**src/rtl/bam_pkg.sv**
```systemverilog
// ----------------------------------------------------------------------------
// LED cube layer multiplexer: package
// Defaults, codes, command type and helpers shared by the front and back.
// ----------------------------------------------------------------------------
package bam_pkg;

  localparam int LAYERS_DEF            = 4;
  localparam int BYTES_PER_LAYER_N_DEF = 2;
  localparam int SLOT_WRAP_DEF         = 16;

  localparam int PLANE_COUNT = 4;
  // A write index is three bits wide, so only the first eight bytes of a
  // plane can ever hold anything but zero.
  localparam int STORE_BYTES = 8;
  localparam int MEM_DEPTH   = PLANE_COUNT * STORE_BYTES;
  localparam int MEM_ADDR_W  = $clog2(MEM_DEPTH);

  typedef enum logic {
    ACT_WRITE = 1'b0,
    ACT_TICK  = 1'b1
  } bam_action_t;

  typedef enum logic {
    B_IDLE,
    B_TICK
  } bam_back_state_t;

  typedef struct packed {
    logic       is_tick;
    logic [1:0] plane;
    logic [2:0] wr_index;
    logic [7:0] wr_value;
    logic [3:0] onehot;
  } bam_cmd_t;

  // Width of a byte position within a plane, wide enough to compare with
  // the eight stored bytes as well.
  function automatic int bam_idx_w(input int plane_bytes);
    int w;
    w = $clog2(plane_bytes);
    return (w < 3) ? 4 : w + 1;
  endfunction

  // Weight of a slot: plane 3 for 8 and up, 2 for 4..7, 1 for 2..3, else 0.
  function automatic logic [1:0] bam_pick_plane(input logic [3:0] slot);
    logic [1:0] p;
    if (slot > 4'd7) begin
      p = 2'd3;
    end else if (slot > 4'd3) begin
      p = 2'd2;
    end else if (slot > 4'd1) begin
      p = 2'd1;
    end else begin
      p = 2'd0;
    end
    return p;
  endfunction

endpackage

```
**src/rtl/bam_layer_multiplexer.sv**
```systemverilog
// ----------------------------------------------------------------------------
// Path: a tick passes the front queue, the back end's B_TICK state and the output register.
// Flow: the back end finishes a write or a tick's BYTES_PER_LAYER_N bytes before the
// next command; the front takes an item per cycle while its 2-deep queue has room.
// Reset: frame store reads as zero, layer 0, slot 1, queue and output empty.
// ----------------------------------------------------------------------------
module bam_layer_multiplexer
  import bam_pkg::*;
#(
  parameter int LAYERS            = LAYERS_DEF,
  parameter int BYTES_PER_LAYER_N = BYTES_PER_LAYER_N_DEF,
  parameter int SLOT_WRAP         = SLOT_WRAP_DEF
) (
  input  logic       clk,
  input  logic       rst,
  input  logic       in_valid,
  output logic       in_stall,
  input  logic       action,
  input  logic [1:0] plane,
  input  logic [2:0] byte_index,
  input  logic [7:0] byte_value,
  output logic       out_valid,
  input  logic       out_stall,
  output logic [7:0] shift_byte,
  output logic [3:0] layer_onehot,
  output logic [1:0] shown_plane,
  output logic       last
);

  localparam int IDX_W = bam_idx_w(LAYERS * BYTES_PER_LAYER_N);

  logic             q_valid;
  bam_cmd_t         q_cmd;
  logic [IDX_W-1:0] q_base;
  logic             q_pop;

  bam_front #(
    .LAYERS            (LAYERS),
    .BYTES_PER_LAYER_N (BYTES_PER_LAYER_N),
    .SLOT_WRAP         (SLOT_WRAP),
    .IDX_W             (IDX_W)
  ) u_front (
    .clk        (clk),
    .rst        (rst),
    .in_valid   (in_valid),
    .in_stall   (in_stall),
    .action     (action),
    .plane      (plane),
    .byte_index (byte_index),
    .byte_value (byte_value),
    .q_valid    (q_valid),
    .q_cmd      (q_cmd),
    .q_base     (q_base),
    .q_pop      (q_pop)
  );

  bam_back #(
    .BYTES_PER_LAYER_N (BYTES_PER_LAYER_N),
    .IDX_W             (IDX_W)
  ) u_back (
    .clk          (clk),
    .rst          (rst),
    .q_valid      (q_valid),
    .q_cmd        (q_cmd),
    .q_base       (q_base),
    .q_pop        (q_pop),
    .out_valid    (out_valid),
    .out_stall    (out_stall),
    .shift_byte   (shift_byte),
    .layer_onehot (layer_onehot),
    .shown_plane  (shown_plane),
    .last         (last)
  );

endmodule

```
**src/rtl/bam_front.sv**
```systemverilog
// ----------------------------------------------------------------------------
// LED cube layer multiplexer: front end
// Accepts items, drops writes outside the plane, stamps ticks with layer
// and plane from the refresh counters, and queues commands for the back end.
// ----------------------------------------------------------------------------
module bam_front
  import bam_pkg::*;
#(
  parameter int LAYERS            = LAYERS_DEF,
  parameter int BYTES_PER_LAYER_N = BYTES_PER_LAYER_N_DEF,
  parameter int SLOT_WRAP         = SLOT_WRAP_DEF,
  parameter int IDX_W             = bam_idx_w(LAYERS * BYTES_PER_LAYER_N)
) (
  input  logic             clk,
  input  logic             rst,
  input  logic             in_valid,
  output logic             in_stall,
  input  logic             action,
  input  logic [1:0]       plane,
  input  logic [2:0]       byte_index,
  input  logic [7:0]       byte_value,
  output logic             q_valid,
  output bam_cmd_t         q_cmd,
  output logic [IDX_W-1:0] q_base,
  input  logic             q_pop
);

  localparam int LAYER_W     = $clog2(LAYERS);
  localparam int PLANE_BYTES = LAYERS * BYTES_PER_LAYER_N;
  localparam int Q_DEPTH     = 2;

  logic [LAYER_W-1:0] layer_count;
  logic [3:0]         slot_count;

  bam_cmd_t         cmd_q  [Q_DEPTH];
  logic [IDX_W-1:0] base_q [Q_DEPTH];
  logic             wr_ptr;
  logic             rd_ptr;
  logic [1:0]       count;
  logic [1:0]       count_next;

  logic             accept;
  logic             is_tick;
  logic             wr_ok;
  logic             push;
  bam_cmd_t         cmd_in;
  logic [IDX_W-1:0] base_in;

  assign in_stall = (count == 2'(Q_DEPTH));
  assign accept   = in_valid && !in_stall;
  assign is_tick  = (action == ACT_TICK);
  assign wr_ok    = (IDX_W'(byte_index) < IDX_W'(PLANE_BYTES));
  assign push     = accept && (is_tick || wr_ok);

  always_comb begin
    cmd_in.is_tick  = is_tick;
    cmd_in.plane    = is_tick ? bam_pick_plane(slot_count) : plane;
    cmd_in.wr_index = byte_index;
    cmd_in.wr_value = byte_value;
    cmd_in.onehot   = (int'(layer_count) < 4) ? (4'd1 << layer_count) : 4'd0;
    base_in         = IDX_W'(IDX_W'(layer_count) * IDX_W'(BYTES_PER_LAYER_N));
  end

  // Advance the refresh counters as each tick goes in.
  always_ff @(posedge clk) begin
    if (rst) begin
      layer_count <= '0;
      slot_count  <= 4'd1;
    end else if (accept && is_tick) begin
      layer_count <= (layer_count == LAYER_W'(LAYERS - 1)) ? '0 : layer_count + 1'b1;
      slot_count  <= (slot_count == 4'(SLOT_WRAP - 1)) ? 4'd1 : slot_count + 4'd1;
    end
  end

  always_comb begin
    case ({push, q_pop})
      2'b10:   count_next = count + 2'd1;
      2'b01:   count_next = count - 2'd1;
      default: count_next = count;
    endcase
  end

  always_ff @(posedge clk) begin
    if (rst) begin
      count  <= '0;
      wr_ptr <= 1'b0;
      rd_ptr <= 1'b0;
    end else begin
      count <= count_next;
      if (push) begin
        wr_ptr <= ~wr_ptr;
      end
      if (q_pop) begin
        rd_ptr <= ~rd_ptr;
      end
    end
  end

  always_ff @(posedge clk) begin
    if (push) begin
      cmd_q[wr_ptr]  <= cmd_in;
      base_q[wr_ptr] <= base_in;
    end
  end

  assign q_valid = (count != 2'd0);
  assign q_cmd   = cmd_q[rd_ptr];
  assign q_base  = base_q[rd_ptr];

endmodule

```
**src/rtl/bam_back.sv**
```systemverilog
// ----------------------------------------------------------------------------
// LED cube layer multiplexer: back end
// Holds the bit-plane store, applies writes and walks each tick's bytes into
// the output register, one byte per cycle while the output is not stalled.
// ----------------------------------------------------------------------------
module bam_back
  import bam_pkg::*;
#(
  parameter int BYTES_PER_LAYER_N = BYTES_PER_LAYER_N_DEF,
  parameter int IDX_W             = 4
) (
  input  logic             clk,
  input  logic             rst,
  input  logic             q_valid,
  input  bam_cmd_t         q_cmd,
  input  logic [IDX_W-1:0] q_base,
  output logic             q_pop,
  output logic             out_valid,
  input  logic             out_stall,
  output logic [7:0]       shift_byte,
  output logic [3:0]       layer_onehot,
  output logic [1:0]       shown_plane,
  output logic             last
);

  localparam int CNT_W = (BYTES_PER_LAYER_N > 1) ? $clog2(BYTES_PER_LAYER_N) : 1;

  bam_back_state_t state;
  bam_back_state_t state_next;
  logic [CNT_W-1:0] byte_cnt;
  logic [CNT_W-1:0] byte_cnt_next;

  logic [7:0]           mem [MEM_DEPTH];
  logic [MEM_DEPTH-1:0] mem_vld;

  logic                  out_free;
  logic                  load;
  logic                  mem_we;
  logic                  is_last;
  logic [IDX_W-1:0]      rd_idx;
  logic                  rd_in;
  logic [MEM_ADDR_W-1:0] rd_addr;
  logic [MEM_ADDR_W-1:0] wr_addr;

  assign out_free = !out_valid || !out_stall;
  assign is_last  = (byte_cnt == CNT_W'(BYTES_PER_LAYER_N - 1));
  assign rd_idx   = q_base + IDX_W'(byte_cnt);
  assign rd_in    = (rd_idx < IDX_W'(STORE_BYTES));
  assign rd_addr  = {q_cmd.plane, rd_idx[2:0]};
  assign wr_addr  = {q_cmd.plane, q_cmd.wr_index};

  always_ff @(posedge clk) begin
    if (rst) begin
      state    <= B_IDLE;
      byte_cnt <= '0;
    end else begin
      state    <= state_next;
      byte_cnt <= byte_cnt_next;
    end
  end

  always_comb begin
    state_next    = state;
    byte_cnt_next = byte_cnt;
    load          = 1'b0;
    mem_we        = 1'b0;
    q_pop         = 1'b0;
    unique case (state)
      B_IDLE: begin
        if (q_valid) begin
          if (q_cmd.is_tick) begin
            state_next    = B_TICK;
            byte_cnt_next = '0;
          end else begin
            mem_we = 1'b1;
            q_pop  = 1'b1;
          end
        end
      end
      B_TICK: begin
        // Hold the tick at the queue head until its last byte is loaded.
        if (out_free) begin
          load = 1'b1;
          if (is_last) begin
            q_pop      = 1'b1;
            state_next = B_IDLE;
          end else begin
            byte_cnt_next = byte_cnt + 1'b1;
          end
        end
      end
      default: state_next = B_IDLE;
    endcase
  end

  always_ff @(posedge clk) begin
    if (mem_we) begin
      mem[wr_addr] <= q_cmd.wr_value;
    end
  end

  always_ff @(posedge clk) begin
    if (rst) begin
      mem_vld <= '0;
    end else if (mem_we) begin
      mem_vld[wr_addr] <= 1'b1;
    end
  end

  // Unwritten bytes and bytes past the store read as zero.
  always_ff @(posedge clk) begin
    if (load) begin
      shift_byte   <= (rd_in && mem_vld[rd_addr]) ? mem[rd_addr] : 8'd0;
      layer_onehot <= q_cmd.onehot;
      shown_plane  <= q_cmd.plane;
      last         <= is_last;
    end
  end

  always_ff @(posedge clk) begin
    if (rst) begin
      out_valid <= 1'b0;
    end else if (load) begin
      out_valid <= 1'b1;
    end else if (!out_stall) begin
      out_valid <= 1'b0;
    end
  end

endmodule

```
**config.mk**
```make
export PLATFORM = sky130hd
export DESIGN_NAME = bam_layer_multiplexer
export DESIGN_NICKNAME = d
export VERILOG_FILES = /design/src/rtl/bam_pkg.sv /design/src/rtl/bam_layer_multiplexer.sv /design/src/rtl/bam_front.sv /design/src/rtl/bam_back.sv
export SDC_FILE = /design/constraint.sdc
export NUM_CORES = 1
export LEC_CHECK = 0
export BUFFER_PORTS_ARGS = -buffer_cell sky130_fd_sc_hd__buf_2
export CORE_MARGIN = 1
export CORE_UTILIZATION = 55
export CTS_BUF_LIST = sky130_fd_sc_hd__clkbuf_16
export DETAILED_ROUTE_END_ITERATION = 8
export GPL_TIMING_DRIVEN = 1
export PLACE_DENSITY = 0.72
export SLEW_MARGIN = 20
export SYNTH_ARGS = -nofsm -noshare
export SYNTH_HDL_FRONTEND = slang
export SYNTH_SLANG_ARGS = --single-unit
```
**constraint.sdc**
```tcl
create_clock -name clk -period 3.5 [get_ports clk]
set_clock_uncertainty 0.1 [all_clocks]
set_input_delay 0.7 -clock clk [delete_from_list [all_inputs] [get_ports clk]]
set_output_delay 0.7 -clock clk [all_outputs]
set_load 0.01 [all_outputs]
```
==> reports/qor.yml, run 1 <==
status: "complete, no violations"
ctsResizeCount: 0
power_density_mw_per_mm2: 702
synth-compound-area-share: 0.0388
leakage_nw: 5.45
fin_area_mm2: 0.0159
cp-start-kind: "flip-flop"
drt_pass1_iterations: 5
r2r-end: "u_back.shift_byte[4]"
ys_seq_elements: 357
drtIter0Drc: 859
finalHoldViolations: 0
wl_per_cell_um: 22.4
total_power_mw: 11.2
clk_pin_slew_ps: 60
cts_tree: "yes"
worstMarginPinSlew_ps: 963
coreArea_mm2: 0.0245
synth_fa_ha_area_frac: 0.00720
cts.sinks: 357
die_area_mm2: 0.0259
drive_above_1_share: 0.203
numPortBuffers: 34
synth_edf_count: 311
ys_seq_area_frac: 0.738
yosys-mux-area-fraction: 0.133
layout_min_cycle_time_ps: 2980
die_h_um: 161
grt_overflow: 0
post_dp_cell_area_mm2: 0.0147
power.switching_mw: 3.01
synth_top_area_frac: 0.672
min_path_cells: 1
die_x_um: 161
gp_congestion: 0.874
grt_max_degree: 47
ir_worst_vdd_v: 0.000440
setup_tns_ps: 0
end_kind: "flip-flop"
pin_count: 35
rows: 57
root_buffer: "clkbuf_16"
postSynthAreaPerCell_um2: 16.7
hpwl_um: 18100
rsz0062_at_grt: "no"
pre_cts_ws_ps: 534
worst_hold_path.endpoint: "u_front.cmd_q[1][13]"
clk_latency_ps: 500
seqPwrFrac: 0.471
grt_pass1_wl_um: 43700
drv_cap: 0
antenna_cells: 0
area_growth_pct: 14.4
maxSlewHeadroom: 0.358
synthXorXnorAreaFrac: 0.00315
reg2reg_slack_ps: 520
drcViolationCount: 0
fin_ws_ps: 520
fin_util: 0.648
yosys_warnings: 0
yosysTopAreaCell: "edfxtp_1"
cts_hold_buf: 0
antenna_left: 0
grt_pass1_vias: 7227
synth_async_sr_flop_share: 0
synth_top_family_by_area: "multiplexers"
setup_viol: 0
grt_usage: 0.228
max_freq_ghz: 0.336
ff2ff_path_depth: 6
antenna_found_initial: 1
cts_buffer_depth: 3
hold_class: "primary input to flip-flop"
pwr-share-comb: 0.193
clock_power_share: 0.335
slew_viol_final: 0
viasPerCell: 5.95
start_util: 0.567
synthFlopType: "edfxtp_1"
arrival_ps: 3130
yosys.area_share.simple: 0.0646
post_cts_buffers: 0
cts_inserted_buffers: 36
worstPathRequired_ps: 3650
min_from: "byte_index[1]"
critPathKind: "flip-flop to flip-flop"
netlist-cell-type-count: 44
layout.nets: 954
synth_area_mm2: 0.0139
internal_power_mw: 8.15
ys_top_cells_by_count: "edfxtp_1 (311), nor2_1 (120), mux2i_1 (80), nand2_1 (53), dfxtp_1 (46)"
synth.most_common_cell: "edfxtp_1"
synth.area.top_cells: "edfxtp_1 (67%), dfxtp_1 (6.6%), mux2i_1 (5.8%), mux4_2 (5.2%), nor2_1 (3.2%)"
syn_nets: 860
synth_cells: 834
critPathMaxFanout: 33
drt_wl_total_um: 28700
timing.final.crit_share: 0.851
route.vias.total: 7594
cts_max_level: 2
switching_share: 0.270
## through the flow
stage / instances / hold WS [ps]
after floorplan: 834 / 306
after global placement: 1214 / 345
after detailed placement: 1214 / 357
after CTS: 1277 / 271
after global routing: 1277 / 274
final: 1277 / 286
## worst max-delay path by stage
stage                   start                   end  slack (ps)  cells after the start
floorplan           flip-flop  u_back.shift_byte[6]         950                      8
global placement    flip-flop  u_back.shift_byte[4]         570                      6
detailed placement  flip-flop  u_back.shift_byte[4]         530                      6
CTS                 flip-flop  u_back.shift_byte[2]         510                      8
global route        flip-flop  u_back.shift_byte[2]         420                      8
finish              flip-flop  u_back.shift_byte[4]         520                      6
## placed cells by master (no fill, tap or decap), types with 3 or more instances in the layout
| master | instances |
|---|---|
| edfxtp_1 | 311 |
| nor2_1 | 119 |
| mux2i_1 | 80 |
| nand2_1 | 53 |
| buf_4 | 51 |
| dfxtp_1 | 46 |
| clkbuf_16 | 37 |
| buf_2 | 34 |
| mux4_2 | 32 |
| o22ai_1 | 26 |
| mux2_2 | 15 |
| inv_1 | 13 |
| nand3_1 | 11 |
| a21oi_1 | 10 |
| or3_1 | 9 |
| o221ai_1 | 8 |
| clkinv_1 | 8 |
| a221oi_1 | 8 |
| o41a_1 | 8 |
| ha_1 | 8 |
| clkinv_2 | 6 |
| nor3_1 | 5 |
| o21ai_0 | 5 |
| mux4_1 | 5 |
| nand2b_1 | 4 |
| clkinvlp_4 | 4 |
| bufinv_16 | 4 |
| o32ai_1 | 3 |
| nor2_2 | 3 |
| xnor2_1 | 3 |
## critical path, stage by stage (launching register included)
cell	delay [ps]
dfxtp_1	400
mux2_4	540
buf_4	420
mux2i_1	310
o22ai_1	120
or3_1	450
o41a_1	340
## sequential cells by signal (all words and copies together), names as in the netlist, named ones only
name,flops
u_front.base_q,4
u_front.count,2
u_front.wr_ptr,1
u_back.mem_vld,32
u_back.mem,256
u_front.slot_count,4
u_back.shift_byte,8
u_back.layer_onehot,4
u_front.rd_ptr,1
u_back.byte_cnt,1
u_back.last,1
u_back.shown_plane,2
u_front.cmd_q,36
u_front.layer_count,2
u_back.state,1
u_back.out_valid,1
## layout make-up
class                      count  area [µm²]
timing repair buffer          87         593
inverter                      11        41.3
sequential                   357       10300
clock inverter                26         238
multi-input combinational    435        3440
fill                        1678        8630
tap                          324         405
clock buffer                  37         926
## kinds of logic after synthesis
kind of cell    count (synthesis)
mux                           134
fa+ha+maj                       8
flops                         357
buf+inv                        42
compound gates                 73
xor+xnor                        5
simple gates                  215
## power by group through the flow
stage	Sequential (mW)	Combinational (mW)	Clock [mW]
floorplan	5.31	1.43	0
global placement	5.34	2.13	0
detailed placement	5.35	2.16	0
CTS	5.26	2.18	3.78
global route	5.28	2.31	3.95
finish	5.26	2.16	3.74
## layer usage
metal,vias up,share of wire,GRT usage,wire (µm)
met5,-,0,0,0
met4,0,0.021,0.0652,590
met2,304,0.48,0.363,13600
met3,44,0.067,0.0347,1920
li1,3421,-,-,-
met1,3825,0.44,0.332,12500
Note: power is estimated with default switching activity, not from simulation.
==> run 2: changes to the inputs <==
- BUFFER_PORTS_ARGS: -buffer_cell sky130_fd_sc_hd__buf_2 -> not set
- DONT_BUFFER_PORTS: not set -> 1
- PLACE_DENSITY: 0.72 -> 0.78
==> run 2 against run 1 <==
Compared with the run above: sequential share of layout area is 1.5 points higher; critical path depth is 1 higher; combinational power is 4% lower; clock power is 10% lower; setup slack worse by 150 ps; first-iteration DRC count is 1.4% higher; clock-buffer cell count stayed put; register-to-register slack worse by 150 ps; fmax is 4.9% lower; final cell count is 3.5% lower; critical path type unchanged; largest cell class unchanged.
==> reports/qor.yml, run 2 (same netlist as run 1, synthesis figures left out) <==
worstMarginPinSlew_ps: 952
finalHoldViolations: 0
maxSlewHeadroom: 0.366
die_h_um: 161
hpwl_um: 18200
drive_above_1_share: 0.149
clk_latency_ps: 510
route.vias.total: 7573
gp_congestion: 0.919
coreArea_mm2: 0.0245
place_inst: 1170
critPathKind: "flip-flop to flip-flop"
top_register: "u_back.mem"
rsz0062_at_grt: "no"
drtIter0Drc: 871
path_buf_inv: 2
top_regs: "u_back.mem x256, u_front.cmd_q x36, u_back.mem_vld x32"
max_freq_ghz: 0.319
power_density_mw_per_mm2: 690
die_x_um: 161
drv_cap: 0
leakage_nw: 5.23
cts_hold_buf: 0
fin_util: 0.633
ctsResizeCount: 0
status: "complete, no violations"
drt_wl_total_um: 29300
power.switching_mw: 2.94
antenna_found_initial: 1
grt_overflow: 0
drt_pass1_iterations: 6
pwr-share-comb: 0.193
cts_max_level: 2
grt_pass1_vias: 7673
clk_pin_slew_ps: 60
path_cells: "buf_4, mux2_4, buf_12, mux2i_1, a221oi_1, or3_1, o41a_1"
internal_power_mw: 7.78
seqPwrFrac: 0.494
fillCellCount: 1707
start_util: 0.567
slew_viol_final: 0
crit_family: "multiplexers"
clock_power_share: 0.313
area_growth_pct: 11.7
grt_pass1_wl_um: 44700
antenna_cells: 0
drcViolationCount: 0
timing.final.crit_share: 0.895
slowest_delay_ps: 530
cts_tree: "yes"
end_kind: "flip-flop"
switching_share: 0.274
rows: 57
largest_reg_flops: 256
grt_usage: 0.234
hold_class: "primary input to flip-flop"
arrival_ps: 3280
min_from: "rst"
pin_count: 35
viasPerCell: 6.15
mostFrequentLayoutCells: "edfxtp_1 (311), nor2_1 (119), mux2i_1 (80), nand2_1 (53), dfxtp_1 (46)"
slowest_stage: "mux2_4"
layout_min_cycle_time_ps: 3130
ir_worst_vdd_v: 0.000526
die_area_mm2: 0.0259
setup_tns_ps: 0
numPortBuffers: 0
cts_inserted_buffers: 36
grt_max_degree: 47
setup_viol: 0
critPathMaxFanout: 33
antenna_left: 0
final_cells: 1232
root_buffer: "clkbuf_16"
layout_commonest_cell: "edfxtp_1"
layout.nets: 910
cts.sinks: 357
cts_buffer_depth: 3
wl_per_cell_um: 23.8
cp-start-kind: "flip-flop"
total_power_mw: 10.7
worstPathRequired_ps: 3650
post_cts_buffers: 0
## run 2: changes by cell type in the layout (fill, tap and decap cells not counted)
cell        before  now
buf_2           34    0
buf_4           51   40
inv_1           13   22
clkinv_2         6    1
bufinv_16        4    0
clkinv_1         8   12
clkinvlp_4       4    1
buf_12           2    3
clkinv_4         1    0
inv_8            1    0
## run 2: layout make-up
cell class,instances,area [µm²],share of cell area
timing repair buffer,43,360,0.0232
inverter,11,41.3,0.00266
sequential,357,10300,0.661
multi-input combinational,435,3440,0.221
clock buffer,37,926,0.0596
tap,324,405,0.0261
clock inverter,25,98.8,0.00637
## run 2: per-stage QoR
| stage | worst slack, ps | hold WS [ps] | cell area [µm²] |
|---|---|---|---|
| 5_1_grt | 229 | 152 | 15500 |
| 6_report | 367 | 164 | 15500 |
| 2_1_floorplan | 952 | 306 | 13900 |
| 3_3_place_gp | 432 | 344 | 14500 |
| 4_1_cts | 372 | 152 | 15500 |
| 3_5_place_dp | 397 | 359 | 14500 |
## run 2: final timing paths
check                              end  slack [ps]  cells past startpoint
setup / recovery  u_back.shift_byte[3]         370                      7
hold reg to reg     u_back.mem_vld[17]         370                      2
hold / removal        u_back.out_valid         160                      1
setup reg to reg  u_back.shift_byte[3]         370                      7
## run 2: power by group through the flow
stage | clock network [mW] | registers, mW | logic, mW
6_report | 3.35 | 5.30 | 2.07
5_1_grt | 3.56 | 5.32 | 2.21
4_1_cts | 3.39 | 5.30 | 2.06
3_5_place_dp | 0 | 5.38 | 2.04
3_3_place_gp | 0 | 5.37 | 2.00
2_1_floorplan | 0 | 5.31 | 1.43
## run 2: metal layers
layer  vias to the layer above  part of all wire  track usage  wire length (µm)
met5                         -                 0            0                 0
met4                         0             0.025       0.0712               729
met3                        60             0.081       0.0421              2370
met2                       373              0.50        0.393             14600
met1                      3800              0.40        0.314             11600
li1                       3340                 -            -                 -
## run 2: worst reg2reg max path, cell delays in order (launching register included)
cell and delay (ps):
dfxtp_1 340, buf_4 370, mux2_4 540, buf_12 310, mux2i_1 330, a221oi_1 120, or3_1 440, o41a_1 330
